## src/psm_pkg.sv

```systemverilog
// shared types and constants of the point-in-shape mask block
package psm_pkg;

  // limbs of the wide accumulator chain, one per factor of the longest product
  localparam int NLIMB       = 6;
  localparam int MUL_STEPS   = 6;
  localparam int NORM_PASSES = NLIMB + 2;
  localparam int STEP_BITS   = 3;

  localparam logic       REQ_LOAD  = 1'b0;
  localparam logic       REQ_TEST  = 1'b1;

  localparam logic       CFG_KIND  = 1'b0;
  localparam logic       CFG_COUNT = 1'b1;

  localparam logic [1:0] KIND_ELL  = 2'd0;
  localparam logic [1:0] KIND_BOX  = 2'd1;
  localparam logic [1:0] KIND_CYL  = 2'd2;

  typedef enum logic [2:0] {
    OP_HOLD,
    OP_INIT,
    OP_MUL,
    OP_LDADD,
    OP_ADD,
    OP_NORM
  } cell_op_t;

  typedef enum logic [3:0] {
    ST_IDLE,
    ST_READ,
    ST_DIFF,
    ST_SEED,
    ST_MUL,
    ST_ACC,
    ST_NORM,
    ST_DECIDE,
    ST_OUT
  } psm_state_t;

endpackage

```

## src/psm_cell.sv

```systemverilog
// one limb cell of the redundant product and accumulator chain
module psm_cell #(
  parameter int LIMB_BITS  = 24,
  parameter int CARRY_BITS = 28
) (
  input  logic                  clk,
  input  psm_pkg::cell_op_t     op,
  input  logic [LIMB_BITS-1:0]  factor,
  input  logic [LIMB_BITS-1:0]  seed,
  input  logic [CARRY_BITS-1:0] prod_cin,
  input  logic [CARRY_BITS-1:0] acc_cin,
  output logic [CARRY_BITS-1:0] prod_cout,
  output logic [CARRY_BITS-1:0] acc_cout,
  output logic [LIMB_BITS-1:0]  acc_limb
);
  localparam int SUM_BITS  = CARRY_BITS + 1;
  localparam int PROD_BITS = SUM_BITS + LIMB_BITS;
  localparam int ACC_BITS  = SUM_BITS + 1;

  logic [LIMB_BITS-1:0]  prod_s;
  logic [CARRY_BITS-1:0] prod_k;
  logic [LIMB_BITS-1:0]  acc_s;
  logic [CARRY_BITS-1:0] acc_k;
  logic [SUM_BITS-1:0]   prod_sum;
  logic [SUM_BITS-1:0]   add_term;
  logic [PROD_BITS-1:0]  prod_full;
  logic [ACC_BITS-1:0]   acc_sum;

  // limb value is s + k; the carry k came from the neighbor below
  assign prod_sum  = SUM_BITS'(prod_s) + SUM_BITS'(prod_k);
  assign prod_full = PROD_BITS'(prod_sum) * PROD_BITS'(factor);
  assign prod_cout = CARRY_BITS'(prod_full >> LIMB_BITS);

  assign add_term  = (op == psm_pkg::OP_LDADD || op == psm_pkg::OP_ADD) ? prod_sum : '0;
  assign acc_sum   = ACC_BITS'(acc_s) + ACC_BITS'(acc_k) + ACC_BITS'(add_term);
  assign acc_cout  = CARRY_BITS'(acc_sum >> LIMB_BITS);
  assign acc_limb  = acc_s;

  always_ff @(posedge clk) begin
    unique case (op)
      psm_pkg::OP_HOLD: begin
      end
      psm_pkg::OP_INIT: begin
        prod_s <= seed;
        prod_k <= '0;
        acc_s  <= '0;
        acc_k  <= '0;
      end
      psm_pkg::OP_MUL: begin
        prod_s <= prod_full[LIMB_BITS-1:0];
        prod_k <= prod_cin;
      end
      psm_pkg::OP_LDADD: begin
        acc_s  <= acc_sum[LIMB_BITS-1:0];
        acc_k  <= acc_cin;
        prod_s <= seed;
        prod_k <= '0;
      end
      psm_pkg::OP_ADD, psm_pkg::OP_NORM: begin
        acc_s <= acc_sum[LIMB_BITS-1:0];
        acc_k <= acc_cin;
      end
      default: begin
      end
    endcase
  end
endmodule

```

## config.mk

```make
export PLATFORM = sky130hd
export DESIGN_NAME = psm_cell
export DESIGN_NICKNAME = d
export VERILOG_FILES = /design/src/psm_pkg.sv /design/src/psm_cell.sv
export SDC_FILE = /design/constraint.sdc
export NUM_CORES = 2
export LEC_CHECK = 0
export BUFFER_PORTS_ARGS = -buffer_cell sky130_fd_sc_hd__buf_2
export CAP_MARGIN = 10
export CORE_AREA = 2 2 313 315
export CTS_CLUSTER_DIAMETER = 150
export DETAILED_ROUTE_END_ITERATION = 10
export DIE_AREA = 0 0 315 317
export PLACE_DENSITY = 0.6
export SLEW_MARGIN = 25
export SYNTH_ARGS = -nofsm -noshare
export SYNTH_HDL_FRONTEND = slang
export SYNTH_SLANG_ARGS = --single-unit
```

## constraint.sdc

```tcl
create_clock -name clk -period 16 [get_ports clk]
set_clock_uncertainty 0.05 [all_clocks]
set_input_delay 1.6 -clock clk [delete_from_list [all_inputs] [get_ports clk]]
set_output_delay 1.6 -clock clk [all_outputs]
set_load 0.02 [all_outputs]
```

# Word-level counts from Yosys, hierarchy flattened
# Cells that the tools add are included.
dict set report classes {
  n_addsub 3
  n_mul 1
  n_eq_ne 5
  n_mux 5
  n_reduce_logical 5
}
# cell n
set op_table {}
lappend op_table {{$pmux W28 S2} 2}
lappend op_table {{$pmux W24 S2} 2}
lappend op_table {{$add A24 B28 Y29} 2}
lappend op_table {{$mul A29 B24 Y52} 1}
lappend op_table {{$add A29 B29 Y30} 1}
lappend op_table {{$mux W29} 1}
lappend op_table {{$eq A3 B2 Y1 const B} 2}
lappend op_table {{$eq A3 B3 Y1 const B} 2}
lappend op_table {{$reduce_bool A2 Y1} 2}
lappend op_table {{$eq A3 B1 Y1 const B} 1}
lappend op_table {{$reduce_or A3 Y1} 1}
lappend op_table {{$reduce_or A2 Y1} 1}
lappend op_table {{$logic_or A1 B1 Y1} 1}
dict set report word_totals {
  ff_bits 104
  in_bits 108
}

# Longest topological paths before layout
dict set report logic_depth {
  ltp_word 5
  mapped_depth 35
  mapped_depth_nobuf 33
}

# Worst setup path before layout
# No wires, ideal clock.
dict set report synth_timing {
  path_type {flip-flop to output port}
  start {reg prod_s[7]}
  end {out prod_cout[25]}
  arrival_time_ns 8.943
  required_time_ns 14.350
  setup_slack_ns 5.407
  stages_incl_launch_ff 31
  path_cell_list {edfxtp_1 ha_1 a211o_1 or3_1 o21ai_2 o211ai_2 a21o_1 a21o_1 a21oi_4 buf_6 mux2_1 fa_1 fa_1 fa_1 inv_1 fa_1 fa_1 fa_1 inv_1 fa_1 inv_1 ha_1 clkbuf_1 nand4_1 nor3_1 nand2_1 a211oi_1 nor3_1 o21ai_1 a2111oi_0 nor4b_1}
}
dict set report synth_via {
  elab_chain_cells 2
}
# element line_no
set synth_lines {}
lappend synth_lines {{start, declared} psm_cell.sv:20} ;# logic [LIMB_BITS-1:0] prod_s;
lappend synth_lines {{start signal, assigned} psm_cell.sv:50} ;# prod_s <= prod_full[LIMB_BITS-1:0];
lappend synth_lines {{$add A24 B28 Y29} psm_cell.sv:30} ;# assign prod_sum = SUM_BITS'(prod_s) + SUM_BITS'(prod_k);
lappend synth_lines {{$mul A29 B24 Y52} psm_cell.sv:31} ;# assign prod_full = PROD_BITS'(prod_sum) * PROD_BITS'(factor);
lappend synth_lines {{end, declared} psm_cell.sv:12} ;# output logic [CARRY_BITS-1:0] prod_cout,
# Every way passes these cells.

# Worst setup path after layout
# Same ends and word-level chain as after synthesis.

==> results.json <==
{
  "run_status": "complete, no violations",
  "syn_area_sq_um": 33500,
  "cts_tree": "built",
  "cts.sinks": 104,
  "gp_congestion": 0.919,
  "final_util_pct": 37.1,
  "syn_avg_cell_area_sq_um": 8.79,
  "fin_crit_sh_pct": 78.5,
  "overflow": 0,
  "finalSetupViolCount": 0,
  "crit_path_max_fanout": 15,
  "wl_per_cell_um": 19.8,
  "start_util_pct": 34.8,
  "dr.pass1.iters": 5,
  "end_kind": "primary output",
  "syn_to_final_growth_pct": 6.68,
  "die-area_sq_um": 99900,
  "hold_viol": 0,
  "drv_cap": 0,
  "wl_mm": 100,
  "ys_ff_latch": 104,
  "worst-setup-path-type": "flip-flop to primary output",
  "antenna_found_initial": 8,
  "fin_crit_ns": 12.57,
  "synth_cells": 3810,
  "async_flop_share_pct": 0,
  "grt_max_degree": 57,
  "synth_ff_type": "edfxtp_1",
  "max_stage_delay_ns": 0.84,
  "synth_cell_type_count": 85,
  "totalNegativeSetupSlack_ns": 0,
  "final-max-slew-violation-count": 0,
  "die_w_um": 315,
  "ys_seq_area_share_pct": 9.33,
  "slew_headroom_pct": 28.7,
  "clock-root-buffer": "clkbuf_16",
  "drive_gt1_share_pct": 8.59,
  "grt_pass1_vias": 27100,
  "hold_class": "flip-flop to flip-flop",
  "cts_made_buffers": 9,
  "worst_pin_slew_ns": 1.05,
  "ys_warn_count": 0,
  "cts_resized": 0,
  "grt_util_all_layers_pct": 20.6,
  "crit_path_start_kind": "flip-flop",
  "vias": 26100,
  "clockBufferDepth": 2,
  "required_ns": 14.35,
  "critical_path.most_common_cell": "fa_1",
  "insertion_delay_ns": 0.35,
  "die_h_um": 317,
  "synth_edf_count": 104,
  "drt_first_iter_violations": 1754,
  "post_cts_buffers": 0,
  "io_buffer_count": 165,
  "htreeDepth": 3,
  "rsz0062_at_grt": "no",
  "grt_pass1_wl_mm": 159,
  "max_freq_ghz": 0.0796,
  "hold_buffers": 0,
  "crit_arrival_ns": 10.92,
  "worst_path_max_delay_cell": "nor3_1",
  "core-area_sq_um": 96300,
  "ant_nets": 0,
  "dpl.hpwl_mm": 78.7,
  "routed_via_density": 5.16,
  "row_count": 114,
  "reg2reg_slack_ns": 5.98,
  "clkTransAtPathRegs_ns": 0.07,
  "drc_errors": 0,
  "finish.net_count": 4722,
  "ios": 188
}
==> Yosys cell counts, drive strengths merged (20+ instances only) <==
cell	number	share of area, %
nand4b	53	1.4
inv	682	7.6
xnor2	51	1.4
xor2	27	0.71
nor2	92	1.0
mux2	20	0.67
a21oi	143	2.2
o21ai	89	1.3
nor3b	25	0.56
edfxtp	104	9.3
a21o	46	1.0
nor2b	40	0.75
fa	617	37
nand4	35	0.65
mux2i	31	0.93
nand2b	69	1.3
ha	230	8.6
and2	376	7.1
o21a	31	0.69
nand3	27	0.40
nor3	31	0.46
a31oi	46	0.90
nand2	447	5.0
o311ai	29	0.76
buf	54	1.1
clkbuf	241	2.7
o311a	22	0.66
==> path summary, 6_finish.rpt <==
kind / start / to / cells after the start
worst max-delay path: prod_s[7] / prod_cout[25] / 29
worst min-delay path: acc_k[0] / acc_limb[0] / 3
worst max register to register: prod_s[12] / prod_s[22] / 29
worst min register to register: acc_k[0] / acc_limb[0] / 3
==> logic make-up (layout without fill, tap and decap cells) <==
kind of cell	after synthesis	after routing	share of synthesized area, %
DFF	104	104	9.33
buffers and inverters	978	919	11.5
AOI/OAI and AO/OA	525	525	10.7
xor gates and xnor gates	78	78	2.08
other	1	26	0.0112
muxes	51	51	1.60
adders and majority gates	847	847	45.5
and+or+nand+nor	1226	1226	19.3
==> cell type report <==
class                           instances  area (sq um)
Clock buffer                            9           225
Clock inverter                          7          76.3
Fill cell                            9871         60600
Antenna cell                            4          10.0
Inverter                              683          2560
Timing Repair Buffer                  220          1240
Tap cell                             1276          1600
Multi-Input combinational cell       2749         26900
Sequential cell                       104          3120
==> stage by stage <==
| stage | worst slack, ns | hold WS (ns) | cells | cell area (sq um) |
|---|---|---|---|---|
| floorplan | 5.41 | 0.716 | 3831 | 33600 |
| global placement | 3.93 | 0.733 | 5032 | 35400 |
| detailed placement | 3.86 | 0.755 | 5032 | 35400 |
| CTS | 3.46 | 0.766 | 5048 | 35700 |
| global route | 2.94 | 0.815 | 5048 | 35700 |
| finish | 3.43 | 0.762 | 5052 | 35700 |
==> sequential cells by signal (all words and copies together) (netlist names) <==
signal / flops
prod_k: 28
prod_s: 24
acc_k: 28
acc_limb: 24
==> cells in the final DEF (no fill, tap or decap), types with 15 or more instances in the layout <==
cell type,synthesis,routed
conb_1,1,22
xor2_1,27,21
nor3b_1,25,25
ha_1,230,228
a21boi_0,15,15
nor3_1,31,30
nand4_1,35,35
a21o_1,46,46
nand3_1,27,27
fa_1,617,617
o21bai_1,17,16
o21ai_1,17,15
mux2i_1,31,31
nand2_1,447,446
buf_4,30,55
a31oi_1,45,45
xnor2_1,49,40
nor2_1,92,91
nand4b_1,53,53
inv_1,682,682
a21oi_1,140,138
nor2b_1,40,40
a211oi_1,18,18
o311ai_0,24,19
o21ai_0,71,71
o21a_1,31,31
o311a_1,22,22
and2_1,361,361
nand2b_1,69,68
edfxtp_1,104,104
buf_2,14,165
==> worst max-delay path: cells and delay by family (launching register included) <==
kind	cells	cell delay, ns
simple gates	5	1.52
compound gates	10	3.42
mux	1	0.15
fa+ha+maj	9	4.30
flops	1	0.37
buf+inv	4	0.79
==> layer usage <==
metal / routed length, um / GRT usage (%)
met5: 28 / 0
met4: 4370 / 7.75
met3: 4240 / 1.62
met2: 48100 / 35.0
met1: 43200 / 27.3
Power is not shown: default switching activity piles up to over one toggle a cycle in this logic, so the estimate is an artifact.
